### src/rtl/msudt_pkg.sv
package msudt_pkg;

    // field widths
    localparam int ACTION_W  = 3;
    localparam int MINUTES_W = 7;
    localparam int SECONDS_W = 6;
    localparam int STEPS_W   = 8;
    localparam int PHASE_W   = 4;
    localparam int MODE_W    = 2;
    localparam int CFG_ADDR_W = 2;
    localparam int CFG_DATA_W = 2;

    // parameter defaults
    localparam int DEF_TICKS_PER_SECOND = 10;
    localparam int DEF_COUNT_WIDTH      = 8;

    localparam logic [MINUTES_W-1:0] MAX_MINUTES    = 7'd99;
    localparam logic [SECONDS_W-1:0] MAX_SECONDS    = 6'd59;
    localparam logic [SECONDS_W-1:0] SECONDS_PER_MIN = 6'd60;

    // configuration register indexes
    localparam logic [CFG_ADDR_W-1:0] CFG_TIMER_MODE = 2'd0;
    localparam logic [CFG_ADDR_W-1:0] CFG_RUN_ENABLE = 2'd1;

    typedef enum logic [ACTION_W-1:0] {
        ACT_ENCODER = 3'd0,
        ACT_TICK    = 3'd1,
        ACT_ALARM   = 3'd2,
        ACT_SLEEP   = 3'd3,
        ACT_LOAD    = 3'd4
    } t_action;

    typedef enum logic [MODE_W-1:0] {
        MODE_CLOCK = 2'd0,
        MODE_UP    = 2'd1,
        MODE_DOWN  = 2'd2
    } t_mode;

    typedef struct packed {
        logic                  wr_en;
        logic [CFG_ADDR_W-1:0] addr;
        logic [CFG_DATA_W-1:0] data;
    } t_cfg_wr;

    typedef struct packed {
        logic [ACTION_W-1:0]  action;
        logic                 b_level;
        logic [MINUTES_W-1:0] load_minutes;
        logic [SECONDS_W-1:0] load_seconds;
    } t_item;

    typedef struct packed {
        logic [MINUTES_W-1:0] minutes;
        logic [SECONDS_W-1:0] seconds;
        logic [STEPS_W-1:0]   cw_steps;
        logic [STEPS_W-1:0]   ccw_steps;
        logic [PHASE_W-1:0]   phase;
        logic                 led;
        logic                 colon;
        logic                 point;
        logic                 refresh;
        logic                 alarm;
        logic                 sleep;
    } t_result;

endpackage

### src/rtl/msudt_in_stage.sv
module msudt_in_stage (
    input  logic                 i_clk,
    input  logic                 i_rst_n,
    input  logic                 i_load,
    input  msudt_pkg::t_item     i_item,
    input  logic                 i_advance,
    output logic                 o_valid,
    output msudt_pkg::t_item     o_item
);
    import msudt_pkg::*;

    logic  r_valid;
    t_item r_item;

    always_ff @(posedge i_clk) begin
        if (!i_rst_n) begin
            r_valid <= 1'b0;
        end else if (i_load) begin
            r_valid <= 1'b1;
        end else if (i_advance) begin
            r_valid <= 1'b0;
        end
    end

    always_ff @(posedge i_clk) begin
        if (i_load) begin
            r_item <= i_item;
        end
    end

    assign o_valid = r_valid;
    assign o_item  = r_item;

endmodule

### src/rtl/msudt_core.sv
module msudt_core #(
    parameter int TICKS_PER_SECOND = msudt_pkg::DEF_TICKS_PER_SECOND,
    parameter int COUNT_WIDTH      = msudt_pkg::DEF_COUNT_WIDTH
) (
    input  logic                 i_clk,
    input  logic                 i_rst_n,
    input  msudt_pkg::t_cfg_wr   i_cfg,
    input  logic                 i_fire,
    input  msudt_pkg::t_item     i_item,
    output msudt_pkg::t_result   o_result
);
    import msudt_pkg::*;

    localparam logic [PHASE_W-1:0] TPS = PHASE_W'(TICKS_PER_SECOND);

    logic [MODE_W-1:0]      r_mode;
    logic                   r_run;
    logic [MINUTES_W-1:0]   r_min,   n_min;
    logic [SECONDS_W-1:0]   r_sec,   n_sec;
    logic [COUNT_WIDTH-1:0] r_cw,    n_cw;
    logic [COUNT_WIDTH-1:0] r_ccw,   n_ccw;
    logic [PHASE_W-1:0]     r_phase, n_phase;
    logic                   r_led,   n_led;
    logic                   r_colon, n_colon;
    logic                   r_point, n_point;
    logic                   r_sleep, n_sleep;
    logic                   refresh;
    logic                   alarm;
    logic [COUNT_WIDTH+STEPS_W-1:0] cw_ext;
    logic [COUNT_WIDTH+STEPS_W-1:0] ccw_ext;

    always_ff @(posedge i_clk) begin
        if (!i_rst_n) begin
            r_mode <= '0;
            r_run  <= 1'b0;
        end else if (i_cfg.wr_en) begin
            if (i_cfg.addr == CFG_TIMER_MODE) begin
                r_mode <= i_cfg.data[MODE_W-1:0];
            end else if (i_cfg.addr == CFG_RUN_ENABLE) begin
                r_run <= i_cfg.data[0];
            end
        end
    end

    always_comb begin
        n_min   = r_min;
        n_sec   = r_sec;
        n_cw    = r_cw;
        n_ccw   = r_ccw;
        n_phase = r_phase;
        n_led   = r_led;
        n_colon = r_colon;
        n_point = r_point;
        n_sleep = r_sleep;
        refresh = 1'b0;
        alarm   = 1'b0;
        unique case (t_action'(i_item.action))
            ACT_ENCODER: begin
                if (!i_item.b_level) begin
                    n_cw  = r_cw + COUNT_WIDTH'(1);
                    n_ccw = '0;
                end else begin
                    n_ccw = r_ccw + COUNT_WIDTH'(1);
                    n_cw  = '0;
                end
            end
            ACT_TICK: begin
                refresh = 1'b1;
                n_phase = r_phase + PHASE_W'(1);
                if (n_phase >= TPS) begin
                    n_phase = '0;
                    n_led   = ~r_led;
                    unique case (t_mode'(r_mode))
                        MODE_CLOCK: n_colon = ~r_colon;
                        MODE_UP: begin
                            n_point = ~r_point;
                            if (r_run) begin
                                n_sec = r_sec + SECONDS_W'(1);
                                if (n_sec >= SECONDS_PER_MIN) begin
                                    n_sec = '0;
                                    n_min = r_min + MINUTES_W'(1);
                                end
                                // 99 minutes rolls over to zero
                                if (n_min >= MAX_MINUTES) begin
                                    n_min = '0;
                                end
                            end
                        end
                        MODE_DOWN: begin
                            n_point = ~r_point;
                            if (r_run && !(r_sec == '0 && r_min == '0)) begin
                                if (r_sec == '0) begin
                                    n_sec = MAX_SECONDS;
                                    n_min = r_min - MINUTES_W'(1);
                                end else begin
                                    n_sec = r_sec - SECONDS_W'(1);
                                end
                            end
                        end
                        default: ; // unused mode: LED only
                    endcase
                end
            end
            ACT_ALARM: alarm = 1'b1;
            ACT_SLEEP: n_sleep = ~r_sleep;
            ACT_LOAD: begin
                n_min = (i_item.load_minutes > MAX_MINUTES) ? MAX_MINUTES
                                                            : i_item.load_minutes;
                n_sec = (i_item.load_seconds > MAX_SECONDS) ? MAX_SECONDS
                                                            : i_item.load_seconds;
            end
            default: ;
        endcase
    end

    always_ff @(posedge i_clk) begin
        if (!i_rst_n) begin
            r_min   <= '0;
            r_sec   <= '0;
            r_cw    <= '0;
            r_ccw   <= '0;
            r_phase <= '0;
            r_led   <= 1'b0;
            r_colon <= 1'b0;
            r_point <= 1'b0;
            r_sleep <= 1'b0;
        end else if (i_fire) begin
            r_min   <= n_min;
            r_sec   <= n_sec;
            r_cw    <= n_cw;
            r_ccw   <= n_ccw;
            r_phase <= n_phase;
            r_led   <= n_led;
            r_colon <= n_colon;
            r_point <= n_point;
            r_sleep <= n_sleep;
        end
    end

    // low 8 bits of each count, zero-filled for narrow counters
    assign cw_ext  = {{STEPS_W{1'b0}}, n_cw};
    assign ccw_ext = {{STEPS_W{1'b0}}, n_ccw};

    always_comb begin
        o_result.minutes   = n_min;
        o_result.seconds   = n_sec;
        o_result.cw_steps  = cw_ext[STEPS_W-1:0];
        o_result.ccw_steps = ccw_ext[STEPS_W-1:0];
        o_result.phase     = n_phase;
        o_result.led       = n_led;
        o_result.colon     = n_colon;
        o_result.point     = n_point;
        o_result.refresh   = refresh;
        o_result.alarm     = alarm;
        o_result.sleep     = n_sleep;
    end

endmodule

### src/rtl/msudt_out_stage.sv
module msudt_out_stage (
    input  logic                 i_clk,
    input  logic                 i_rst_n,
    input  logic                 i_load,
    input  msudt_pkg::t_result   i_result,
    input  logic                 i_taken,
    output logic                 o_valid,
    output msudt_pkg::t_result   o_result
);
    import msudt_pkg::*;

    logic    r_valid;
    t_result r_result;

    always_ff @(posedge i_clk) begin
        if (!i_rst_n) begin
            r_valid <= 1'b0;
        end else if (i_load) begin
            r_valid <= 1'b1;
        end else if (i_taken) begin
            r_valid <= 1'b0;
        end
    end

    always_ff @(posedge i_clk) begin
        if (i_load) begin
            r_result <= i_result;
        end
    end

    assign o_valid  = r_valid;
    assign o_result = r_result;

endmodule

### src/rtl/minute_second_up_down_timer.sv
// channel   direction  carries
// s_axis    in         event word: action in tuser, encoder level and load time in tdata
// m_axis    out        state word after the event; tick/alarm flags in tuser
// cfg       in         write-only registers: 0 timer_mode, 1 run_enable
//
// One word per cycle while m_axis_tready is high; input register, then result register.
// All state updates in one pass of small counters between those two registers.
// Reset (synchronous, active low) clears state, registers and both stages.
// A stalled result holds in the result register; the input register still
// takes one more word, then s_axis_tready drops until the result leaves.
module minute_second_up_down_timer #(
    parameter int TICKS_PER_SECOND = msudt_pkg::DEF_TICKS_PER_SECOND,
    parameter int COUNT_WIDTH      = msudt_pkg::DEF_COUNT_WIDTH
) (
    input  logic                             i_clk,
    input  logic                             i_rst_n,
    input  logic                             s_axis_tvalid,
    output logic                             s_axis_tready,
    // [0] encoder_b_level, [7:1] load_minutes, [13:8] load_seconds
    input  logic [15:0]                      s_axis_tdata,
    // [2:0] action
    input  logic [msudt_pkg::ACTION_W-1:0]   s_axis_tuser,
    output logic                             m_axis_tvalid,
    input  logic                             m_axis_tready,
    // [6:0] minutes_now, [12:7] seconds_now, [20:13] clockwise_steps,
    // [28:21] counter_steps, [32:29] tick_phase, [33] led_on, [34] colon_alt,
    // [35] point_alt, [36] sleep_on
    output logic [39:0]                      m_axis_tdata,
    // [0] display_refresh, [1] alarm_hit
    output logic [1:0]                       m_axis_tuser,
    input  logic                             i_cfg_wr_en,
    input  logic [msudt_pkg::CFG_ADDR_W-1:0] i_cfg_addr,
    input  logic [msudt_pkg::CFG_DATA_W-1:0] i_cfg_data
);
    import msudt_pkg::*;

    t_item   in_item;
    t_item   st_item;
    logic    st_valid;
    logic    advance;
    logic    in_load;
    t_cfg_wr cfg_wr;
    t_result core_result;
    t_result out_result;
    logic    out_valid;

    assign in_item.action       = s_axis_tuser;
    assign in_item.b_level      = s_axis_tdata[0];
    assign in_item.load_minutes = s_axis_tdata[7:1];
    assign in_item.load_seconds = s_axis_tdata[13:8];

    assign cfg_wr.wr_en = i_cfg_wr_en;
    assign cfg_wr.addr  = i_cfg_addr;
    assign cfg_wr.data  = i_cfg_data;

    assign advance       = st_valid && (!out_valid || m_axis_tready);
    assign s_axis_tready = !st_valid || advance;
    assign in_load       = s_axis_tvalid && s_axis_tready;

    msudt_in_stage u_in_stage (
        .i_clk     (i_clk),
        .i_rst_n   (i_rst_n),
        .i_load    (in_load),
        .i_item    (in_item),
        .i_advance (advance),
        .o_valid   (st_valid),
        .o_item    (st_item)
    );

    msudt_core #(
        .TICKS_PER_SECOND (TICKS_PER_SECOND),
        .COUNT_WIDTH      (COUNT_WIDTH)
    ) u_core (
        .i_clk    (i_clk),
        .i_rst_n  (i_rst_n),
        .i_cfg    (cfg_wr),
        .i_fire   (advance),
        .i_item   (st_item),
        .o_result (core_result)
    );

    msudt_out_stage u_out_stage (
        .i_clk    (i_clk),
        .i_rst_n  (i_rst_n),
        .i_load   (advance),
        .i_result (core_result),
        .i_taken  (m_axis_tready),
        .o_valid  (out_valid),
        .o_result (out_result)
    );

    assign m_axis_tvalid = out_valid;
    assign m_axis_tdata  = {3'b000,
                            out_result.sleep,
                            out_result.point,
                            out_result.colon,
                            out_result.led,
                            out_result.phase,
                            out_result.ccw_steps,
                            out_result.cw_steps,
                            out_result.seconds,
                            out_result.minutes};
    assign m_axis_tuser  = {out_result.alarm, out_result.refresh};

endmodule
### config.mk
export PLATFORM = sky130hd
export DESIGN_NAME = minute_second_up_down_timer
export DESIGN_NICKNAME = d
export VERILOG_FILES = /design/src/rtl/msudt_pkg.sv /design/src/rtl/msudt_in_stage.sv /design/src/rtl/msudt_core.sv /design/src/rtl/msudt_out_stage.sv /design/src/rtl/minute_second_up_down_timer.sv
export SDC_FILE = /design/constraint.sdc
export NUM_CORES = 1
export LEC_CHECK = 0
export ABC_AREA = 1
export BUFFER_PORTS_ARGS = -buffer_cell sky130_fd_sc_hd__buf_2
export CORE_UTILIZATION = 63
export DETAILED_ROUTE_END_ITERATION = 8
export PLACE_DENSITY_LB_ADDON = 0.12
export SETUP_SLACK_MARGIN = 0.2
export SYNTH_ARGS = -nofsm -noshare
export SYNTH_HDL_FRONTEND = slang
export SYNTH_HIERARCHICAL = 1
export SYNTH_SLANG_ARGS = --single-unit
### constraint.sdc
create_clock -name i_clk -period 8.2 [get_ports i_clk]
set_clock_uncertainty 0.2 [all_clocks]
set_input_delay 0.41 -clock i_clk [delete_from_list [all_inputs] [get_ports i_clk]]
set_output_delay 0.41 -clock i_clk [all_outputs]
set_load 0.01 [all_outputs]
==> parameters.txt, run 1 <==
Parameter                              Value

Drt
  Post-detailed-route DRC marker count ... 0
  Total length of routed wires ... 13.0 mm
  Final ANT Viol Nets ... 0
  Average vias per placed instance ... between 5 and 6
  Initial DRC count ... 307
  Vias post-DR ... roughly 4.8k
  Average wire per standard cell ... 15.5 µm
  Initial DRT Pass Iterations ... 7

Hold path
  Hold Path Depth ... 1
  Type of the tightest min-delay check ... primary input to flip-flop

Clocking
  Clock H-tree levels ... 3
  Number of cells upsized or downsized after cts ... 0
  Clock Tree Root ... sky130_fd_sc_hd__clkbuf_8
  # clock sinks ... 98
  Number of buffers inserted during clock tree synthesis ... 9
  TritonCTS clock tree ... done
  Bufs on Longest Clock Path ... 2
  Source-to-sink clock delay at the later pin of the worst-skew pair ... 0.37 ns
  Post-CTS clock slew at the launch and capture registers of the worst setup and hold paths ... 0.10 ns

GRT
  Fraction of met2 tracks used by global routing ... 48.6%
  Initial antenna violation count ... 0
  Global-route wire length before repair ... around 20 mm
  Gr ovfl total ... 0
  GR Layer Usage met1 ... 39.5%
  GRT Total Usage ... 29.4%
  Peak-usage layer in the global routing report ... met2
  GR Layer Usage met3 ... 5.23%
  Maximum number of pins on one net before global-route repair ... 63
  Vias in the first global route ... 4279

Timing
  Setup repair after global routing missed its margin ... no
  Post-Route Setup TNS ... 0 ns
  Final Hold Viols ... 0
  Worst slew pin tran ... 1.13 ns
  Final worst path period share ... 35.1%
  Final Max Slew Viols ... 0
  Max Fclk ... 347 MHz
  Worst-case hold slack ... roughly 0.013 ns
  Number of setup violations in the final report ... 0
  Relative max-transition margin ... 24.5%
  Minimum clock period ... 2.88 ns

Placed design
  Total of buffers placed on input and output ports ... 66
  Half-perimeter wire length of the detailed placement result ... 8.79 mm
  Number of instances in the placed design ... 823
  Routability cong. ... slightly above 0.9

Floorplan
  Row cnt ... 33
  Die Y ... 94.5 µm
  Die area ... approximately 0.009 mm²
  Io pins ... between 70 and 80
  Width of the chip ... 94.5 µm
  Core Area ... 0.00826 mm²
  Initial cell density of the core ... 65.3%

Power
  Pwr dens ... between 150 and 200 mW/mm²
  IR Drop Worst-Case VDD ... 0.132 mV
  Lkg Pwr ... 2.70 nW

Logic synthesis
  Most area-consuming cells after synthesis ... sky130_fd_sc_hd__edfxtp_1, sky130_fd_sc_hd__dfxtp_1, sky130_fd_sc_hd__nand2_1, sky130_fd_sc_hd__inv_1, sky130_fd_sc_hd__o21ai_0
  Async set-or-reset flop fraction in the synthesized netlist ... 0%
  Leading area contributor after synthesis ... sky130_fd_sc_hd__edfxtp_1
  Number of register bits inferred by synthesis ... slightly below 100
  Number of warnings reported in the yosys synthesis log ... 6
  Post-synthesis instance total ... 680
  Syn_area_per_cell ... 7.93 µm²
  Part of the Yosys area used for sequential elements ... about 47%
  Post-synth design cell area ... 0.00539 mm²
  Dominant register cell in the synthesized netlist ... sky130_fd_sc_hd__edfxtp_1
  Yosys top cell area share ... 31.2%
  Number of unique standard cell types used by synthesis ... 44
  Number of enable flip-flop cells after synthesis ... 56

Critical path
  WP data required ... 8.26 ns
  Worst setup slack for register-to-register paths ... around 5.3 ns
  Largest driver fanout on the critical path ... 8
  R2R cell count ... 18
  Crit Path Class ... flip-flop to flip-flop
  Crit start category ... flip-flop
  Type of destination of the critical path ... flip-flop
  Arrival time worst endpoint ... just under 3 ns

Cells and area
  Count of antenna diodes in the layout ... 0
  Ratio of cells with drive above 1 in the final layout ... 15.6%
  Top library cells by usage in the layout, fill and taps aside ... sky130_fd_sc_hd__nand2_1, sky130_fd_sc_hd__inv_1, sky130_fd_sc_hd__o21ai_0, sky130_fd_sc_hd__buf_2, sky130_fd_sc_hd__a21oi_1
  Non-filler cells, final ... 842
  Fillers ... between 600 and 700
  # nets final ... 771
  Area growth syn-to-layout ... 10.6%
  Most common cell after layout, fill and taps aside ... sky130_fd_sc_hd__nand2_1

Run status
  Status ... finished, final reports clean

Job
  Max_cap viols ... 0
## critical path: stages, from the launching register on
cell and delay [ns]:
sky130_fd_sc_hd__dfxtp_1 0.50, sky130_fd_sc_hd__inv_1 0.20, sky130_fd_sc_hd__ha_1 0.25, sky130_fd_sc_hd__inv_1 0.08
sky130_fd_sc_hd__nor3_2 0.04, sky130_fd_sc_hd__nand2_1 0.17, sky130_fd_sc_hd__nor2_4 0.06, sky130_fd_sc_hd__nand3_1 0.09
sky130_fd_sc_hd__nand2_2 0.10, sky130_fd_sc_hd__inv_2 0.18, sky130_fd_sc_hd__nand2_4 0.11, sky130_fd_sc_hd__inv_2 0.12
sky130_fd_sc_hd__nand3b_1 0.10, sky130_fd_sc_hd__nand3_1 0.09, sky130_fd_sc_hd__nand3_1 0.08, sky130_fd_sc_hd__nand2_1 0.08
sky130_fd_sc_hd__nand2_1 0.06, sky130_fd_sc_hd__o21ai_0 0.19, sky130_fd_sc_hd__inv_1 0.06
## registers in the layout, indices dropped and copies added, names as in the netlist, 2 cells and up
signal,flops
u_core/r_ccw,8
u_core/r_cw,8
u_core/r_min,7
u_core/r_mode,2
u_core/r_phase,4
u_core/r_sec,6
u_in_stage/o_item,17
u_out_stage/o_result,39
## cells in the mapped netlist, types with 2 or more instances
cell                       instances
sky130_fd_sc_hd__nand2_1         124
sky130_fd_sc_hd__inv_1           105
sky130_fd_sc_hd__o21ai_0          68
sky130_fd_sc_hd__a21oi_1          64
sky130_fd_sc_hd__edfxtp_1         56
sky130_fd_sc_hd__nand3_1          54
sky130_fd_sc_hd__dfxtp_1          42
sky130_fd_sc_hd__nor2_1           32
sky130_fd_sc_hd__clkbuf_1         17
sky130_fd_sc_hd__nor3_1           13
sky130_fd_sc_hd__ha_1             11
sky130_fd_sc_hd__xor2_1           10
sky130_fd_sc_hd__buf_4             9
sky130_fd_sc_hd__inv_2             9
sky130_fd_sc_hd__o211ai_1          8
sky130_fd_sc_hd__nand2_2           6
sky130_fd_sc_hd__nand4_1           5
sky130_fd_sc_hd__clkinv_1          4
sky130_fd_sc_hd__nand2_4           4
sky130_fd_sc_hd__o22ai_1           4
sky130_fd_sc_hd__buf_1             3
sky130_fd_sc_hd__nor4_1            3
sky130_fd_sc_hd__o21a_1            3
sky130_fd_sc_hd__a21oi_2           2
sky130_fd_sc_hd__buf_2             2
sky130_fd_sc_hd__buf_6             2
sky130_fd_sc_hd__nand3_2           2
sky130_fd_sc_hd__xnor2_1           2
## power by group
group / switching, mW / internal, mW / total (mW)
logic: 0.121 / 0.0594 / 0.180
registers: 0.0280 / 0.561 / 0.589
clock network: 0.186 / 0.138 / 0.324
total: 0.335 / 0.759 / 1.09
## cell type report
type                            count  area (µm²)  share of cell area, %
Clock inverter                      6        65.1                   1.09
Inverter                          118         443                   7.43
Tap cell                          105         131                   2.20
Clock buffer                       10         149                   2.50
Multi-Input combinational cell    433        2270                   38.0
Timing Repair Buffer               72         383                   6.42
Sequential cell                    98        2520                   42.3
## per-stage QoR
stage / area [µm²] / power (mW) / util, % / setup WS, ns
after global placement: 5720 / 0.767 / 69.2 / 5.42
final: 5960 / 1.09 / 72.2 / 5.32
after floorplan: 5400 / 0.723 / - / 2.74
after detailed placement: 5720 / 0.774 / 69.2 / 5.41
after global routing: 5960 / 1.14 / 72.2 / 5.05
after CTS: 5940 / 1.10 / 72.0 / 5.39
## worst paths after layout
kind	from	endpoint
worst min-delay path	s_axis_tdata[12]	u_in_stage/o_item[4]
worst max-delay path	u_core/r_sec[0]	u_core/r_min[4]
worst min register to register	u_core/r_cw[6]	u_core/r_cw[6]
worst max register to register	u_core/r_sec[0]	u_core/r_min[4]
## layer usage
layer / part of all wire (%) / wire, µm
met3: 7.3 / 951
met1: 43 / 5560
met4: 1.8 / 230
met2: 48 / 6270
met5: 0 / 0
## kinds of logic (layout without fill, tap and decap cells)
group | count (synthesis) | in the layout | synth area share, %
simple gates | 248 | 248 | 20.9
compound gates | 159 | 159 | 16.2
buf+inv | 151 | 206 | 11.5
flops | 98 | 98 | 46.8
xor+xnor | 12 | 12 | 1.95
fa+ha+maj | 11 | 11 | 2.55
other cells | 1 | 3 | 0.0696
## what timing repair did
action,4_1_cts,5_1_grt
hold endpoints to repair,1,2
setup endpoints to repair,0,0
hold buffers,1,2
buffers inserted,0,0
Power figures use the tool's default switching activity.
==> inputs of run 2 (changes only) <==
--- a/config.mk
+++ b/config.mk
@@ -7,7 +7,7 @@
 export LEC_CHECK = 0
 export ABC_AREA = 1
 export BUFFER_PORTS_ARGS = -buffer_cell sky130_fd_sc_hd__buf_2
-export CORE_UTILIZATION = 63
+export CORE_UTILIZATION = 58
 export DETAILED_ROUTE_END_ITERATION = 8
 export PLACE_DENSITY_LB_ADDON = 0.12
 export SETUP_SLACK_MARGIN = 0.2
==> constraint.sdc (replaced) <==
create_clock -name i_clk -period 2.7 [get_ports i_clk]
set_clock_uncertainty 0.2 [all_clocks]
set_input_delay 0.135 -clock i_clk [delete_from_list [all_inputs] [get_ports i_clk]]
set_output_delay 0.135 -clock i_clk [all_outputs]
set_load 0.01 [all_outputs]
==> run 2 against run 1 <==
Effect of this change:
- the run now ends with DRC left
- die area is 8.4% higher
- flip-flop and latch count unchanged
- non-clock buffer count is 53 higher
- final area is 10% higher
- clock power rose to 2.8 times the previous value
- sequential share of layout area fell by 3.7 points
- critical path type unchanged
- largest power group unchanged
==> parameters.txt, run 2 (synthesis gave the netlist of run 1 again) <==
Parameter                              Value

Critical path
  Worst setup slack for register-to-register paths ... 0.28 ns (-5.04 ns)
  Crit start category ... flip-flop
  Instance count on the critical path ... 18 (unchanged)
  Beginning of the critical path ... u_core/r_sec[1]
  Worst r2r src ... u_core/r_sec[1]
  Cell breakdown of the critical path ... inv_2 -> ha_4 -> inv_4 -> nor3_4 -> nand2_2 -> nor2_4 -> nand3_2 -> nand2_4 -> buf_6 -> nor2_4 -> nand2_2 -> nand3_1 -> nand2_1 -> nand3_1 -> nand2_1 -> nand3_2 -> o21ai_2 -> inv_1
  Top cell family by delay on the critical path ... simple AND/OR/NAND/NOR gates
  Delay contributed by the slowest stage of the critical path ... 0.35 ns (-0.15 ns)
  Buffer and inverter count on the worst path ... 4 (-1)
  WP data required ... 2.77 ns (-5.49 ns)
  CP max-delay cell ... sky130_fd_sc_hd__dfxtp_2
  R2R cell count ... 18 (unchanged)
  Terminus of the critical flop-to-flop path ... u_core/r_sec[3]
  Type of destination of the critical path ... flip-flop
  Arrival time worst endpoint ... 2.49 ns (-0.45 ns)
  Crit Path Class ... flip-flop to flip-flop
  Crit path to ... u_core/r_sec[3]
  Largest driver fanout on the critical path ... 4 (-4)

Timing
  Final Max Slew Viols ... 0 (unchanged)
  Setup repair after global routing missed its margin ... yes
  Number of setup violations in the final report ... 0 (unchanged)
  Final worst path period share ... 89.7% (+55 points)
  Relative max-transition margin ... 46.5% (+22 points)
  Worst slew pin tran ... 0.801 ns (-0.324 ns)
  Post-Route Setup TNS ... 0 ns (unchanged)
  Final Hold Viols ... 0 (unchanged)
  Minimum clock period ... 2.42 ns (-0.457 ns)
  Max Fclk ... 413 MHz (+19%)

Cells and area
  Number of flip-flops in the largest register ... 39 (unchanged)
  Fillers ... 664 (+0.61%)
  Area used by multi-input combinational logic ... 0.00238 mm² (+5.1%)
  Area growth syn-to-layout ... 21.8%
  Area taken by flip-flops and latches ... 0.00253 mm² (+0.45%)
  Most common cell after layout, fill and taps aside ... sky130_fd_sc_hd__nand2_1
  Count of antenna diodes in the layout ... 0 (unchanged)
  Ratio of cells with drive above 1 in the final layout ... 21.6% (+6.0 points)
  Top library cells by usage in the layout, fill and taps aside ... sky130_fd_sc_hd__nand2_1, sky130_fd_sc_hd__inv_1, sky130_fd_sc_hd__buf_2, sky130_fd_sc_hd__a21oi_1, sky130_fd_sc_hd__o21ai_0
  Non-filler cells, final ... 898 (+6.7%)
  # nets final ... 824 (+6.9%)

Drt
  Initial DRT Pass Iterations ... 7 (unchanged)
  Post-detailed-route DRC marker count ... 6 (+6)
  Average wire per standard cell ... 15.1 µm (-2.5%)
  Initial DRC count ... 320 (+4.2%)
  Total length of routed wires ... 13.5 mm (+4.0%)
  Average vias per placed instance ... 5.62 (-2.0%)
  Vias post-DR ... 5047 (+4.5%)
  Final ANT Viol Nets ... 0 (unchanged)

Floorplan
  Width of the chip ... 98.4 µm (+4.1%)
  Die Y ... 98.4 µm (+4.1%)
  Core Area ... 0.00885 mm² (+7.2%)
  Io pins ... 72 (unchanged)
  Die area ... 0.00968 mm² (+8.4%)
  Initial cell density of the core ... 60.9% (-4.4 points)
  Row cnt ... 34 (+3.0%)

Clocking
  Bufs on Longest Clock Path ... 2 (unchanged)
  # clock sinks ... 98 (unchanged)
  Clock H-tree levels ... 3 (unchanged)
  Clock Tree Root ... sky130_fd_sc_hd__clkbuf_8
  Number of buffers inserted during clock tree synthesis ... 9 (unchanged)
  TritonCTS clock tree ... done
  Source-to-sink clock delay at the later pin of the worst-skew pair ... 0.38 ns (about the same)
  Post-CTS clock slew at the launch and capture registers of the worst setup and hold paths ... 0.10 ns (about the same)

Power
  Internal ... 2.32 mW (+210%)
  Switching share of power ... 31.2% (+0.57 points)
  Part of the total power dissipated in sequential elements ... 52.7% (-1.2 points)
  Pwr dens ... 514 mW/mm² (+180%)
  Switching Power ... 1.05 mW (+210%)
  Combinational share of power ... 20.1% (+3.6 points)
  IR Drop Worst-Case VDD ... 0.333 mV (+150%)
  Clk network pwr share ... 27.3% (-2.4 points)
  Lkg Pwr ... 2.93 nW (+8.4%)

Hold path
  Type of the tightest min-delay check ... primary input to flip-flop

GRT
  Maximum number of pins on one net before global-route repair ... 54 (-14%)
  Global-route wire length before repair ... 21.9 mm (+8.1%)
  Vias in the first global route ... 4817 (+13%)
  GRT Total Usage ... 28.7% (-0.74 points)
  Gr ovfl total ... 0 (unchanged)
  Initial antenna violation count ... 0 (unchanged)

Placed design
  Half-perimeter wire length of the detailed placement result ... 8.86 mm (+0.80%)
  Total of buffers placed on input and output ports ... 66 (unchanged)
  Number of instances in the placed design ... 844 (+2.6%)
  Routability cong. ... 0.910 (-1.4%)

Run status
  Violations in the final reports ... DRC
  Status ... finished with violations

Job
  Max_cap viols ... 0 (unchanged)
==> run 2: changes by cell type in the layout (fill, tap and decap cells not counted), moves of 5 or more <==
cell,delta
sky130_fd_sc_hd__buf_4,+25
sky130_fd_sc_hd__dlygate4sd3_1,+24
sky130_fd_sc_hd__dfxtp_1,-7
sky130_fd_sc_hd__o21ai_0,-7
sky130_fd_sc_hd__dfxtp_2,+6
sky130_fd_sc_hd__nand2_1,-5
sky130_fd_sc_hd__o21ai_1,+5
==> run 2: routing by layer <==
metal / GRT usage (%) / up-vias / part of all wire (%)
met3: 4.08 / 33 / 7.1
met2: 47.5 / 242 / 48
met5: 0 / - / 0
met4: 14.0 / 0 / 2.7
met1: 37.0 / 2320 / 42
li1: - / 2452 / -
==> run 2: how the worst min path moves through the flow <==
stage                           from                    to  cells after the start
floorplan            s_axis_tdata[8]  u_in_stage/o_item[0]                      0
global placement    s_axis_tdata[10]  u_in_stage/o_item[2]                      1
CTS                      i_cfg_wr_en      u_core/r_mode[0]                      6
detailed placement   s_axis_tdata[4]  u_in_stage/o_item[9]                      1
finish                   i_cfg_wr_en      u_core/r_mode[0]                      6
global route             i_cfg_wr_en      u_core/r_mode[0]                      6
==> run 2: power groups by stage <==
stage	Combinational, mW	Clock, mW	Sequential [mW]
global placement	0.556	0	1.80
finish	0.677	0.920	1.78
CTS	0.608	0.935	1.77
floorplan	0.381	0	1.81
detailed placement	0.571	0	1.80
global route	0.752	0.980	1.79
==> run 2: cell type report <==
class	instances	share of cell area [%]
sequential	98	38.6
multi-input combinational	433	36.3
timing repair buffer	125	13.2
inverter	118	7.03
tap	108	2.06
clock buffer	10	1.94
clock inverter	6	0.877
==> run 2: what timing repair did <==
action                                 4_1_cts  5_1_grt
hold buffers                                27        0
resized for setup                            2       51
setup endpoints to repair                    4       25
buffers inserted                             1       10
endpoints found under the hold margin       23        0
pin swaps                                    0       26
==> run 2: tightest hold or removal path, stage by stage <==
cell	delay, ns
sky130_fd_sc_hd__buf_2	0.09
sky130_fd_sc_hd__nand2_1	0.05
sky130_fd_sc_hd__nor2_1	0.09
sky130_fd_sc_hd__inv_1	0.08
sky130_fd_sc_hd__o21ai_0	0.14
sky130_fd_sc_hd__a21oi_1	0.04
==> run 2: metrics by stage <==
step	power (mW)	cell area, µm²	hold WS [ns]	utilization [%]	setup WS [ns]
finish	3.37	6570	0.107	74.2	0.277
global route	3.52	6570	0.175	74.2	0.0914
CTS	3.31	6320	0.0595	71.5	0.237
detailed placement	2.38	5860	0.113	66.2	0.183
global placement	2.36	5860	0.113	66.2	0.244
floorplan	2.19	5410	0.0339	-	0.324
